$ cat config.mk
export PLATFORM = sky130hd
export DESIGN_NAME = lsb_payload_extract_top
export DESIGN_NICKNAME = d
export VERILOG_FILES = /design/src/rtl/core/lpe_pkg.sv /design/src/rtl/core/lsb_payload_extract_top.sv /design/src/rtl/core/lpe_cfg.sv /design/src/rtl/core/lpe_core.sv /design/src/rtl/core/lpe_out_stage.sv
export SDC_FILE = /design/constraint.sdc
export NUM_CORES = 1
export LEC_CHECK = 0
export ABC_CLOCK_PERIOD_IN_PS = 8119
export BUFFER_PORTS_ARGS = -buffer_cell sky130_fd_sc_hd__buf_2
export CORE_ASPECT_RATIO = 1.25
export CORE_MARGIN = 4
export CORE_UTILIZATION = 55
export CTS_CLUSTER_SIZE = 8
export DETAILED_ROUTE_END_ITERATION = 10
export HOLD_SLACK_MARGIN = 0.06
export PLACE_DENSITY = 0.73
export SLEW_MARGIN = 20
export SYNTH_ARGS = -nofsm -noshare
export SYNTH_HDL_FRONTEND = slang
export SYNTH_HIERARCHICAL = 1
export SYNTH_SLANG_ARGS = --single-unit
export TNS_END_PERCENT = 10
$ cat constraint.sdc
create_clock -name clk -period 8.12 [get_ports clk]
set_input_delay 0.812 -clock clk [delete_from_list [all_inputs] [get_ports clk]]
set_output_delay 0.812 -clock clk [all_outputs]
set_load 0.01 [all_outputs]
$ cat src/rtl/core/lpe_pkg.sv
// lpe_pkg: shared widths, codes and types for the LSB payload extractor.
// Used by every module under rtl/core; depends on nothing else.
`timescale 1ns / 1ps

package lpe_pkg;

  // Field and register widths
  localparam int unsigned BYTE_W    = 8;
  localparam int unsigned BITS_W    = 3;
  localparam int unsigned COUNT_W   = 27;
  localparam int unsigned LEN_W     = 32;
  localparam int unsigned STATUS_W  = 2;
  localparam int unsigned HDR_W     = 3;
  localparam int unsigned POS_W     = 3;
  localparam int unsigned HDR_BYTES = 4;

  // Largest image the block is built for, in channel bytes
  localparam int unsigned MAX_CHANNELS_DEFAULT = 67108864;

  // Low-bit chunk size limits
  localparam logic [BITS_W-1:0] BITS_MIN   = 3'd1;
  localparam logic [BITS_W-1:0] BITS_MAX   = 3'd4;
  localparam logic [BITS_W-1:0] BITS_RESET = 3'd1;

  // Configuration register indexes
  localparam int unsigned CFG_INDEX_W = 1;
  localparam logic [CFG_INDEX_W-1:0] CFG_CHUNK_BITS    = 1'b0;
  localparam logic [CFG_INDEX_W-1:0] CFG_CHANNEL_COUNT = 1'b1;

  // Result status codes
  localparam logic [STATUS_W-1:0] STATUS_OK        = 2'd0;
  localparam logic [STATUS_W-1:0] STATUS_LEN_ERR   = 2'd1;
  localparam logic [STATUS_W-1:0] STATUS_TRUNCATED = 2'd2;

  // Extraction phase of the current image
  typedef enum logic [1:0] {
    PH_HEADER  = 2'd0,
    PH_PAYLOAD = 2'd1,
    PH_DONE    = 2'd2
  } phase_t;

  // Effective (clamped) configuration
  typedef struct packed {
    logic [BITS_W-1:0]  bits;
    logic [COUNT_W-1:0] count;
  } cfg_t;

  // One result item from the extraction core
  typedef struct packed {
    logic                valid;
    logic [BYTE_W-1:0]   data;
    logic                last;
    logic [STATUS_W-1:0] status;
  } result_t;

endpackage

$ cat src/rtl/core/lsb_payload_extract_top.sv
// lsb_payload_extract_top: extracts a length-prefixed payload from image LSBs.
// Depends on lpe_pkg, lpe_cfg, lpe_core and lpe_out_stage.
//
//   channel   direction  handshake              payload
//   cfg       in         cfg_write              cfg_index, cfg_data
//   in        in         in_valid / in_stall    channel_value, start_of_image
//   out       out        out_valid / out_stall  payload_byte, last_byte, status
//
// One channel byte is taken every cycle unless in_stall is high; its result, if any,
// appears on the output register the cycle after acceptance.
// The whole update for an item is one pass of logic into the state registers.
// in_stall rises only when the output register is full and out_stall is high.
// Synchronous reset sets the chunk size to 1, channel_count to 0 and
// returns extraction to the header phase.
`timescale 1ns / 1ps

module lsb_payload_extract_top #(
  parameter int unsigned MAX_CHANNELS = lpe_pkg::MAX_CHANNELS_DEFAULT
) (
  input  logic                            clk,
  input  logic                            rst,
  input  logic                            cfg_write,
  input  logic [lpe_pkg::CFG_INDEX_W-1:0] cfg_index,
  input  logic [lpe_pkg::COUNT_W-1:0]     cfg_data,
  input  logic                            in_valid,
  output logic                            in_stall,
  input  logic [lpe_pkg::BYTE_W-1:0]      channel_value,
  input  logic                            start_of_image,
  output logic                            out_valid,
  input  logic                            out_stall,
  output logic [lpe_pkg::BYTE_W-1:0]      payload_byte,
  output logic                            last_byte,
  output logic [lpe_pkg::STATUS_W-1:0]    status
);

  lpe_pkg::cfg_t    cfg;
  lpe_pkg::result_t result;
  logic             in_accept;

  // Item taken when valid and not held
  assign in_accept = in_valid & ~in_stall;

  lpe_cfg #(
    .MAX_CHANNELS(MAX_CHANNELS)
  ) u_cfg (
    .clk       (clk),
    .rst       (rst),
    .cfg_write (cfg_write),
    .cfg_index (cfg_index),
    .cfg_data  (cfg_data),
    .cfg       (cfg)
  );

  lpe_core #(
    .MAX_CHANNELS(MAX_CHANNELS)
  ) u_core (
    .clk            (clk),
    .rst            (rst),
    .cfg            (cfg),
    .accept         (in_accept),
    .channel_value  (channel_value),
    .start_of_image (start_of_image),
    .result         (result)
  );

  lpe_out_stage u_out (
    .clk          (clk),
    .rst          (rst),
    .accept       (in_accept),
    .result       (result),
    .out_stall    (out_stall),
    .in_stall     (in_stall),
    .out_valid    (out_valid),
    .payload_byte (payload_byte),
    .last_byte    (last_byte),
    .status       (status)
  );

endmodule

$ cat src/rtl/core/lpe_cfg.sv
// lpe_cfg: configuration registers and their clamping to legal ranges.
// Depends on lpe_pkg.
`timescale 1ns / 1ps

module lpe_cfg #(
  parameter int unsigned MAX_CHANNELS = lpe_pkg::MAX_CHANNELS_DEFAULT
) (
  input  logic                            clk,
  input  logic                            rst,
  input  logic                            cfg_write,
  input  logic [lpe_pkg::CFG_INDEX_W-1:0] cfg_index,
  input  logic [lpe_pkg::COUNT_W-1:0]     cfg_data,
  output lpe_pkg::cfg_t                   cfg
);

  logic [lpe_pkg::BITS_W-1:0]  chunk_bits;
  logic [lpe_pkg::COUNT_W-1:0] channel_count;

  // Write registers by index
  always_ff @(posedge clk) begin
    if (rst) begin
      chunk_bits    <= lpe_pkg::BITS_RESET;
      channel_count <= '0;
    end else if (cfg_write) begin
      case (cfg_index)
        lpe_pkg::CFG_CHUNK_BITS: begin
          chunk_bits <= cfg_data[lpe_pkg::BITS_W-1:0];
        end
        lpe_pkg::CFG_CHANNEL_COUNT: begin
          channel_count <= cfg_data;
        end
        default: begin
        end
      endcase
    end
  end

  // Clamp chunk size to 1..4 and channel count to the build limit
  always_comb begin
    if (chunk_bits < lpe_pkg::BITS_MIN) begin
      cfg.bits = lpe_pkg::BITS_MIN;
    end else if (chunk_bits > lpe_pkg::BITS_MAX) begin
      cfg.bits = lpe_pkg::BITS_MAX;
    end else begin
      cfg.bits = chunk_bits;
    end
    if (64'(channel_count) > 64'(MAX_CHANNELS)) begin
      cfg.count = lpe_pkg::COUNT_W'(MAX_CHANNELS);
    end else begin
      cfg.count = channel_count;
    end
  end

endmodule

$ cat src/rtl/core/lpe_core.sv
// lpe_core: per-image extraction state and the combinational update for one item.
// Depends on lpe_pkg; fed by lpe_cfg, drains into lpe_out_stage.
`timescale 1ns / 1ps

module lpe_core #(
  parameter int unsigned MAX_CHANNELS = lpe_pkg::MAX_CHANNELS_DEFAULT
) (
  input  logic                       clk,
  input  logic                       rst,
  input  lpe_pkg::cfg_t              cfg,
  input  logic                       accept,
  input  logic [lpe_pkg::BYTE_W-1:0] channel_value,
  input  logic                       start_of_image,
  output lpe_pkg::result_t           result
);

  localparam int unsigned IDX_BITS = $clog2(64'(MAX_CHANNELS) + 64'd1);
  localparam int unsigned CNT_W    = (IDX_BITS < lpe_pkg::COUNT_W) ? IDX_BITS
                                                                   : lpe_pkg::COUNT_W;
  localparam int unsigned PROD_W   = CNT_W + 2;

  // Image state
  logic [lpe_pkg::BYTE_W-1:0] acc;
  logic [lpe_pkg::POS_W-1:0]  pos;
  logic [CNT_W-1:0]           idx;
  logic [lpe_pkg::HDR_W-1:0]  hdr;
  logic [lpe_pkg::LEN_W-1:0]  plen;
  logic [lpe_pkg::LEN_W-1:0]  remaining;
  lpe_pkg::phase_t            phase;

  logic [lpe_pkg::BYTE_W-1:0] acc_next;
  logic [lpe_pkg::POS_W-1:0]  pos_next;
  logic [CNT_W-1:0]           idx_next;
  logic [lpe_pkg::HDR_W-1:0]  hdr_next;
  logic [lpe_pkg::LEN_W-1:0]  plen_next;
  logic [lpe_pkg::LEN_W-1:0]  remaining_next;
  lpe_pkg::phase_t            phase_next;

  // State as seen by this item (start of image clears it first)
  logic [lpe_pkg::BYTE_W-1:0] acc_s;
  logic [lpe_pkg::POS_W-1:0]  pos_s;
  logic [CNT_W-1:0]           idx_s;
  logic [lpe_pkg::HDR_W-1:0]  hdr_s;
  logic [lpe_pkg::LEN_W-1:0]  plen_s;
  logic [lpe_pkg::LEN_W-1:0]  remaining_s;
  lpe_pkg::phase_t            phase_s;

  logic [CNT_W-1:0]           count_c;
  logic [lpe_pkg::BYTE_W-1:0] chunk_mask;
  logic [2*lpe_pkg::BYTE_W-1:0] chunk_wide;
  logic [lpe_pkg::BYTE_W-1:0] acc_merge;
  logic [lpe_pkg::POS_W:0]    pos_sum;
  logic                       complete;
  logic [CNT_W-1:0]           idx_inc;
  logic                       ended;
  logic                       skip;
  logic [lpe_pkg::HDR_W-1:0]  hdr_inc;
  logic                       header_done;
  logic [lpe_pkg::LEN_W-1:0]  plen_merge;
  logic [lpe_pkg::LEN_W-1:0]  remaining_dec;
  logic [PROD_W-1:0]          prod;
  logic [PROD_W-1:0]          cap_full;
  logic [PROD_W-1:0]          cap;
  logic                       len_bad;

  // Apply restart ahead of the update
  always_comb begin
    if (start_of_image) begin
      acc_s       = '0;
      pos_s       = '0;
      idx_s       = '0;
      hdr_s       = '0;
      plen_s      = '0;
      remaining_s = '0;
      phase_s     = lpe_pkg::PH_HEADER;
    end else begin
      acc_s       = acc;
      pos_s       = pos;
      idx_s       = idx;
      hdr_s       = hdr;
      plen_s      = plen;
      remaining_s = remaining;
      phase_s     = phase;
    end
  end

  // Chunk merge, position and channel counting
  always_comb begin
    count_c       = cfg.count[CNT_W-1:0];
    chunk_mask    = lpe_pkg::BYTE_W'((9'd1 << cfg.bits) - 9'd1);
    chunk_wide    = {8'd0, channel_value & chunk_mask} << pos_s;
    acc_merge     = acc_s | chunk_wide[lpe_pkg::BYTE_W-1:0];
    pos_sum       = {1'b0, pos_s} + {1'b0, cfg.bits};
    complete      = pos_sum[lpe_pkg::POS_W];
    idx_inc       = idx_s + CNT_W'(1);
    ended         = idx_inc >= count_c;
    skip          = (phase_s == lpe_pkg::PH_DONE) || (idx_s >= count_c);
    hdr_inc       = hdr_s + 3'd1;
    header_done   = complete && (hdr_inc == lpe_pkg::HDR_W'(lpe_pkg::HDR_BYTES));
    plen_merge    = plen_s | (lpe_pkg::LEN_W'(acc_merge) << {hdr_s[1:0], 3'b000});
    remaining_dec = remaining_s - 32'd1;
  end

  // Capacity in bytes after the length header, saturating at zero
  always_comb begin
    case (cfg.bits)
      3'd1:    prod = PROD_W'(count_c);
      3'd2:    prod = PROD_W'(count_c) << 1;
      3'd3:    prod = PROD_W'(count_c) + (PROD_W'(count_c) << 1);
      default: prod = PROD_W'(count_c) << 2;
    endcase
    cap_full = prod >> 3;
    cap      = (cap_full > PROD_W'(lpe_pkg::HDR_BYTES))
               ? cap_full - PROD_W'(lpe_pkg::HDR_BYTES) : '0;
    len_bad  = (plen_merge == '0) || (plen_merge > lpe_pkg::LEN_W'(cap));
  end

  // Next state
  always_comb begin
    acc_next       = acc_s;
    pos_next       = pos_s;
    idx_next       = idx_s;
    hdr_next       = hdr_s;
    plen_next      = plen_s;
    remaining_next = remaining_s;
    phase_next     = phase_s;
    if (!skip) begin
      acc_next = acc_merge;
      pos_next = complete ? '0 : pos_sum[lpe_pkg::POS_W-1:0];
      idx_next = idx_inc;
      case (phase_s)
        lpe_pkg::PH_HEADER: begin
          if (complete) begin
            plen_next = plen_merge;
            hdr_next  = hdr_inc;
            acc_next  = '0;
          end
          if (header_done) begin
            if (len_bad) begin
              phase_next = lpe_pkg::PH_DONE;
            end else begin
              remaining_next = plen_merge;
              phase_next     = ended ? lpe_pkg::PH_DONE : lpe_pkg::PH_PAYLOAD;
            end
          end else if (ended) begin
            phase_next = lpe_pkg::PH_DONE;
          end
        end
        lpe_pkg::PH_PAYLOAD: begin
          if (complete) begin
            acc_next       = '0;
            remaining_next = remaining_dec;
            if ((remaining_dec == '0) || ended) begin
              phase_next = lpe_pkg::PH_DONE;
            end
          end else if (ended) begin
            phase_next = lpe_pkg::PH_DONE;
          end
        end
        default: begin
        end
      endcase
    end
  end

  // Result for this item
  always_comb begin
    result.valid  = 1'b0;
    result.data   = '0;
    result.last   = 1'b0;
    result.status = lpe_pkg::STATUS_OK;
    if (!skip) begin
      case (phase_s)
        lpe_pkg::PH_HEADER: begin
          if (header_done) begin
            if (len_bad) begin
              result.valid  = 1'b1;
              result.last   = 1'b1;
              result.status = lpe_pkg::STATUS_LEN_ERR;
            end else if (ended) begin
              result.valid  = 1'b1;
              result.last   = 1'b1;
              result.status = lpe_pkg::STATUS_TRUNCATED;
            end
          end else if (ended) begin
            result.valid  = 1'b1;
            result.last   = 1'b1;
            result.status = lpe_pkg::STATUS_LEN_ERR;
          end
        end
        lpe_pkg::PH_PAYLOAD: begin
          if (complete) begin
            result.valid = 1'b1;
            result.data  = acc_merge;
            if (remaining_dec == '0) begin
              result.last = 1'b1;
            end else if (ended) begin
              result.last   = 1'b1;
              result.status = lpe_pkg::STATUS_TRUNCATED;
            end
          end else if (ended) begin
            result.valid  = 1'b1;
            result.data   = acc_merge;
            result.last   = 1'b1;
            result.status = lpe_pkg::STATUS_TRUNCATED;
          end
        end
        default: begin
        end
      endcase
    end
  end

  // Commit state on each accepted item
  always_ff @(posedge clk) begin
    if (rst) begin
      acc       <= '0;
      pos       <= '0;
      idx       <= '0;
      hdr       <= '0;
      plen      <= '0;
      remaining <= '0;
      phase     <= lpe_pkg::PH_HEADER;
    end else if (accept) begin
      acc       <= acc_next;
      pos       <= pos_next;
      idx       <= idx_next;
      hdr       <= hdr_next;
      plen      <= plen_next;
      remaining <= remaining_next;
      phase     <= phase_next;
    end
  end

  // A payload in progress always has bytes left to give
  assert property (@(posedge clk) disable iff (rst)
    phase == lpe_pkg::PH_PAYLOAD |-> remaining != '0)
    else $error("payload phase with no bytes remaining");

  // The payload phase is reached only after the full length header
  assert property (@(posedge clk) disable iff (rst)
    phase == lpe_pkg::PH_PAYLOAD |-> hdr == lpe_pkg::HDR_W'(lpe_pkg::HDR_BYTES))
    else $error("payload phase before header complete");

  // Only the final result of an image may carry a non-ok status
  assert property (@(posedge clk) disable iff (rst)
    accept && result.valid && !result.last |-> result.status == lpe_pkg::STATUS_OK)
    else $error("non-final result with error status");

  // The final result closes the image
  assert property (@(posedge clk) disable iff (rst)
    accept && result.valid && result.last |=> phase == lpe_pkg::PH_DONE)
    else $error("image not closed after final result");

endmodule

$ cat src/rtl/core/lpe_out_stage.sv
// lpe_out_stage: result register that parts the core from the output channel.
// Depends on lpe_pkg; loaded from lpe_core.
`timescale 1ns / 1ps

module lpe_out_stage (
  input  logic                         clk,
  input  logic                         rst,
  input  logic                         accept,
  input  lpe_pkg::result_t             result,
  input  logic                         out_stall,
  output logic                         in_stall,
  output logic                         out_valid,
  output logic [lpe_pkg::BYTE_W-1:0]   payload_byte,
  output logic                         last_byte,
  output logic [lpe_pkg::STATUS_W-1:0] status
);

  logic load;

  // Hold the input side only while a result waits and the sink stalls
  assign in_stall = out_valid & out_stall;
  assign load     = accept & result.valid;

  // Valid flag: set on load, drop when taken
  always_ff @(posedge clk) begin
    if (rst) begin
      out_valid <= 1'b0;
    end else if (load) begin
      out_valid <= 1'b1;
    end else if (!out_stall) begin
      out_valid <= 1'b0;
    end
  end

  // Payload register
  always_ff @(posedge clk) begin
    if (load) begin
      payload_byte <= result.data;
      last_byte    <= result.last;
      status       <= result.status;
    end
  end

endmodule

# After elaboration in Yosys (flattened, before gate mapping)
# Cells that the tools add are included.
[totals] reg_bits=149
[classes] addsub=7 magnitude_cmp=7 eq_ne=7 shift=3 n_mux=54 bitwise_logic=9 reduce_logical=11
[ops] op="$mux W32" count=9
[ops] op="$pmux W29 S3" count=1
[ops] op="$mux W27" count=3
[ops] op="$logic_not A32 Y1" count=2
[ops] op="$pmux W32 S2" count=1
[ops] op="$ge A27 B27 Y1" count=2
[ops] op="$mux W8" count=5
[ops] op="$mux W3" count=13
[ops] op="$mux W12" count=3
[ops] op="$gt A32 B29 Y1" count=1
[ops] op="$or A32 B32 Y32" count=1
[ops] op="$shl A8 B5 Y32" count=1
[ops] op="$sub A32 B1 Y32 const B" count=1
[ops] op="$add A27 B28 Y29" count=1
[ops] op="$mux W29" count=1
[ops] op="$add A27 B1 Y27 const B" count=1
[ops] op="$gt A27 B27 Y1 const B" count=1
[ops] op="$sub A26 B3 Y27 const B" count=1
[ops] op="$gt A26 B3 Y1 const B" count=1
[ops] op="$mux W2" count=9
[ops] op="$and A8 B8 Y8" count=1
[ops] op="$or A8 B8 Y8" count=1
[ops] op="$shl A1 B3 Y8 const A" count=1
[ops] op="$shl A8 B3 Y8" count=1
[ops] op="22 further kinds" count=36

# Logic depth before layout (Yosys ltp)
[logic_depth] ltp_word=18 depth_mapped=33

# Hierarchy
# The synthesis kept the hierarchy.
[by_module_without_submodules] module="lpe_core" n_inst=1 cells_per_inst=1818 area_per_inst_um2=13023.7 seq_area_each_um2=2142.1
[by_module_without_submodules] module="lpe_cfg" n_inst=1 cells_per_inst=161 area_per_inst_um2=1239.9 seq_area_each_um2=600.6
[by_module_without_submodules] module="lpe_out_stage" n_inst=1 cells_per_inst=15 area_per_inst_um2=377.9 seq_area_each_um2=350.3
[by_module_without_submodules] module="lsb_payload_extract_top" n_inst=1 cells_per_inst=1 area_per_inst_um2=13.8 seq_area_each_um2=0.0

# Worst setup path before layout
# No wires, ideal clock.
[synth_path] path_kind="input to register" start="in start_of_image" end="reg u_out/payload_byte[0] (netlist name) (data pin)" setup_time_ps=146 arrival_time_ps=6281 t_required_ps=7974 setup_slack_ps=1693 path_stages=27 n_path_buf=8 cell_sequence="inv_1 -> clkbuf_1 -> clkbuf_1 -> clkbuf_1 -> clkbuf_1 -> buf_1 -> nand2_1 -> inv_1 -> ha_1 -> nand4b_1 -> nor3_1 -> and4_1 -> clkbuf_1 -> and3_1 -> buf_2 -> and3_1 -> and3_1 -> nand3_1 -> xnor2_1 -> ha_1 -> nand4_1 -> a311oi_1 -> or2_2 -> nor2_1 -> or3_1 -> clkbuf_1 -> a21oi_1"
[synth_via] elab_chain_cells=5
[synth_lines] item="start: declaration" line="lsb_payload_extract_top.sv:28" text="input logic start_of_image,"
[synth_lines] item="$mux W27 / $mux W3 (equally long branches)" line="lpe_core.sv:68" text="if (start_of_image) begin"
[synth_lines] item="$add A27 B1 Y27 / $shl A8 B3 Y8 (equally long branches)" line="lpe_core.sv:95, lpe_core.sv:91"
[synth_lines] item="$ge A27 B27 Y1 / $or A8 B8 Y8 (equally long branches)" line="lpe_core.sv:96, lpe_core.sv:92"
[synth_lines] item="$mux W12" line="lpe_core.sv:201" text="end else if (ended) begin"
[synth_lines] item="$mux W12" line="lpe_core.sv:192" text="if (complete) begin"
[synth_lines] item="end signal: assignment" line="lpe_out_stage.sv:38" text="payload_byte <= result.data;"
[synth_lines] item="end: declaration" line="lpe_out_stage.sv:13" text="output logic [lpe_pkg::BYTE_W-1:0] payload_byte,"
# Parallel ways exist; a longest one is shown, timed or not.
# A chain may end at the register's enable or synchronous reset.

==> results_tabular.tex <==
\begin{tabular}{lr}
\hline
Metric & Value \\
\hline
\multicolumn{2}{l}{\textbf{Run status}} \\
\quad Run status & finished, final reports clean \\
\multicolumn{2}{l}{\textbf{Synthesis}} \\
\quad Async set-or-reset flop fraction in the synthesized netlist & 0\% \\
\quad Commonest register cell after synthesis & dfxtp\_1 \\
\quad Number of flops mapped to enable cells by yosys & 11 \\
\quad FF+latch count, synth & 149 \\
\quad Syn Inst Count & 1,995 \\
\quad Yosys warning count & 6 \\
\quad Sequential element share of the synthesized area & 21.1\% \\
\quad Top cells by area in the synthesized netlist & dfxtp\_1 19\%, ha\_1 10\%, a21oi\_1 6.2\% \\
\quad Synth Net Count & 2,158 \\
\quad Mapped Area & 14,700 µm² \\
\quad Post-synth cell types & 101 \\
\quad Synth Area per Inst & 7.35 µm² \\
\quad Area fraction of the dominant cell type after synthesis & 18.9\% \\
\quad Library cell occupying the most area in the post-synthesis netlist & dfxtp\_1 \\
\multicolumn{2}{l}{\textbf{GRT}} \\
\quad Met2 usage in global routing & 57.0\% \\
\quad Via count of the first global-routing pass & 15,024 \\
\quad Routing usage on met1 & 39.3\% \\
\quad Pin count of the biggest net entering global routing & 88 \\
\quad GRT busiest layer & met2 \\
\quad Initial antenna violation count & 0 \\
\quad Met3 usage & 4.54\% \\
\quad Gr ovfl total & 0 \\
\quad Wire length of the first global-routing pass & 79,400 µm \\
\quad GRT Total Usage & 33.4\% \\
\multicolumn{2}{l}{\textbf{Place}} \\
\quad Global placement routability congestion & 1.01 \\
\quad Cells after DPL & 2,293 \\
\quad Worst slack at placement & 0.713 ns \\
\quad Total placed instance area & 15,100 µm² \\
\quad Input/output buffers & 53 \\
\quad Total half-perimeter wirelength after legalization and detailed placement & 37,800 µm \\
\multicolumn{2}{l}{\textbf{Clock tree}} \\
\quad Number of post-CTS setup repair buffers & 0 \\
\quad CTS root buf & clkbuf\_16 \\
\quad Inserted Clock Buffers & 17 \\
\quad Number of resized instances in the post-cts repair step & 0 \\
\quad Number of levels the H-tree was split into & 4 \\
\quad Clock sink count & 149 \\
\quad CTS tree & done \\
\quad Clock-pin slew reported for the worst setup and hold paths after clock tree synthesis & 0.06 ns \\
\quad Hold bufs inserted after CTS & 0 \\
\quad Number of buffers on the longest clock path & 2 \\
\quad Worst-Skew Late Latency & 0.44 ns \\
\multicolumn{2}{l}{\textbf{Critical path}} \\
\quad Worst endpoint data arrival time & 7.92 ns \\
\quad Worst setup EP type & flip-flop \\
\quad CP Class & reg2reg \\
\quad Largest stage delay on the critical path & 0.89 ns \\
\quad Cell occurring most often along the worst timing path & nand3\_1 \\
\quad Data required time of the critical path & 8.44 ns \\
\quad Cell with the biggest individual delay on the critical path & dfxtp\_1 \\
\quad Nature of the critical path startpoint & flip-flop \\
\quad Maximum fanout encountered on the critical timing path & 23 \\
\multicolumn{2}{l}{\textbf{STA}} \\
\quad Max Slew Vio Count & 0 \\
\quad Final hold slack & 0.451 ns \\
\quad Setup TNS after final layout & 0 ns \\
\quad Fin Clk Skew & 0.0111 ns \\
\quad Post-route setup slack & 0.525 ns \\
\quad Final setup vio count & 0 \\
\quad Achievable Freq & 132 MHz \\
\quad Final Hold Violating Endpoints & 0 \\
\quad Tmin final & 7.59 ns \\
\quad Tightest slew margin relative to the limit & 22.1\% \\
\quad Final critical-path share of the clock period & 93.5\% \\
\quad Unrepaired setup endpoints after global routing & false \\
\quad Slew @ Worst Pin & 1.16 ns \\
\multicolumn{2}{l}{\textbf{Run}} \\
\quad Max-Cap Viols & 0 \\
\multicolumn{2}{l}{\textbf{Power and ir drop}} \\
\quad Reg power frac & 34.1\% \\
\quad Pleak & 6.32 nW \\
\quad Net switching power figure & 804 µW \\
\quad Internal power contribution & 1.47 mW \\
\quad Relative contribution of the clock network to total power & 35.3\% \\
\quad Sw frac & 35.4\% \\
\quad Total power of the final layout & 2.27 mW \\
\quad Maximum resistive drop on vdd & 0.115 mV \\
\quad Total power per unit cell area & 145 nW/µm² \\
\quad Combinational Power Share & 30.6\% \\
\multicolumn{2}{l}{\textbf{Detailed routing}} \\
\quad Initial DRC Count & 1,838 \\
\quad Total wire length after detailed routing & 50,600 µm \\
\quad Vias & 15,784 \\
\quad Routed WL per cell & 21.8 µm \\
\quad DRC violation count after routing & 0 \\
\quad Number of antenna-violating nets in the routed design & 0 \\
\quad Number of iterations in the first detailed-routing pass & 7 \\
\quad DR vias/cell & 6.79 \\
\multicolumn{2}{l}{\textbf{Die}} \\
\quad Total die area & 29,300 µm² \\
\quad Std cell rows & 66 \\
\quad Die Span X & 154 µm \\
\quad Height of the die & 191 µm \\
\quad Ports placed on the boundary & 55 \\
\quad Area inside the core boundary & 26,200 µm² \\
\quad Initial standard-cell utilization of the core & 56.0\% \\
\multicolumn{2}{l}{\textbf{Final layout}} \\
\quad Area overhead of the layout relative to synthesis & 7.22\% \\
\quad Final non-filler cell area & 15,700 µm² \\
\quad ANT cells & 0 \\
\quad Total Nets Final & 2,135 \\
\quad Filler-free cell count of the finished design & 2,325 \\
\quad Fraction of final layout cells sized beyond drive strength 1 & 9.17\% \\
\quad Finished Core Util & 60.0\% \\
\multicolumn{2}{l}{\textbf{Min path}} \\
\quad Worst hold path class & reg2reg \\
\hline
\end{tabular}
## routing by layer
metal | wire length (µm) | up-vias
met1 | 19400 | 7418
met3 | 3630 | 210
met4 | 3510 | 0
met5 | 0 | -
li1 | - | 7367
met2 | 24100 | 789
## logic make-up (layout without fill, tap and decap cells)
kind of cell | Yosys count | in the layout | share of synthesized area (%)
and+or+nand+nor | 774 | 774 | 26.6
muxes | 21 | 21 | 1.49
AOI/OAI and AO/OA | 640 | 640 | 29.8
adders and majority gates | 121 | 121 | 10.4
xor gates and xnor gates | 76 | 76 | 4.54
buffers and inverters | 214 | 204 | 6.04
DFF | 149 | 149 | 21.1
## state kept, by name, summed over array words and instances, names as in the netlist, 2 cells and up
signal               cells
u_core/hdr               3
u_core/idx              27
u_core/remaining        32
u_out/payload_byte       8
u_cfg/chunk_bits         3
u_core/plen             32
u_core/acc               8
u_core/pos               3
u_cfg/channel_count     27
u_out/status             2
u_core/phase             2
## path summary, 6_finish.rpt
| check | slack [ns] | endpoint | cells after the start | start |
|---|---|---|---|---|
| min reg2reg | 0.45 | u_cfg/channel_count[11]$_SDFFE_PP0P_ | 2 | u_cfg/channel_count[11]$_SDFFE_PP0P_ |
| min | 0.45 | u_cfg/channel_count[11]$_SDFFE_PP0P_ | 2 | u_cfg/channel_count[11]$_SDFFE_PP0P_ |
| max | 0.53 | u_core/remaining[10]$_SDFFE_PP0P_ | 25 | u_cfg/channel_count[26]$_SDFFE_PP0P_ |
| max reg2reg | 0.53 | u_core/remaining[10]$_SDFFE_PP0P_ | 25 | u_cfg/channel_count[26]$_SDFFE_PP0P_ |
## placed cells by master (no fill, tap or decap), drive strengths merged, types with 25 or more instances in the layout
master	count
a21o	25
a21oi	183
a22oi	72
buf	98
dfxtp	138
ha	120
inv	73
nand2	197
nand3	51
nand4	41
nor2	198
nor2b	64
nor3	55
nor4	26
o21a	26
o21ai	90
xnor2	42
xor2	34
## synthesized netlist by cell type, types with 34 or more instances
library cell  count
nor2_1          198
nand2_1         197
a21oi_1         181
dfxtp_1         138
ha_1            120
clkbuf_1         91
o21ai_0          87
inv_1            73
a22oi_1          72
nor2b_1          63
nand3_1          51
nor3_1           50
xnor2_1          42
nand4_1          39
xor2_1           34
## power groups by stage
| stage | Clock [mW] | Sequential [mW] | Combinational [mW] |
|---|---|---|---|
| finish | 0.802 | 0.776 | 0.696 |
| global route | 0.842 | 0.777 | 0.765 |
| CTS | 0.815 | 0.775 | 0.682 |
| detailed placement | 0 | 0.791 | 0.678 |
| global placement | 0 | 0.791 | 0.666 |
| floorplan | 0 | 0.778 | 0.507 |
## worst max-delay path, delay by kind of cell, from the launching register on
| kind | cells | cell delay [ns] |
|---|---|---|
| AND/OR/NAND/NOR | 12 | 3.07 |
| AO/OA/AOI/OAI | 7 | 2.01 |
| flip-flops | 1 | 0.89 |
| buffers and inverters | 3 | 0.63 |
| adder cells (fa/ha/maj) | 2 | 0.62 |
| multiplexers | 1 | 0.22 |
## final cells by class
class	count	area, µm²
Fill cell	2436	10500
Sequential cell	149	3090
Clock inverter	11	128
Tap cell	340	425
Clock buffer	21	460
Inverter	74	278
Timing Repair Buffer	98	633
Multi-Input combinational cell	1632	10700
Power figures use the tool's default switching activity.
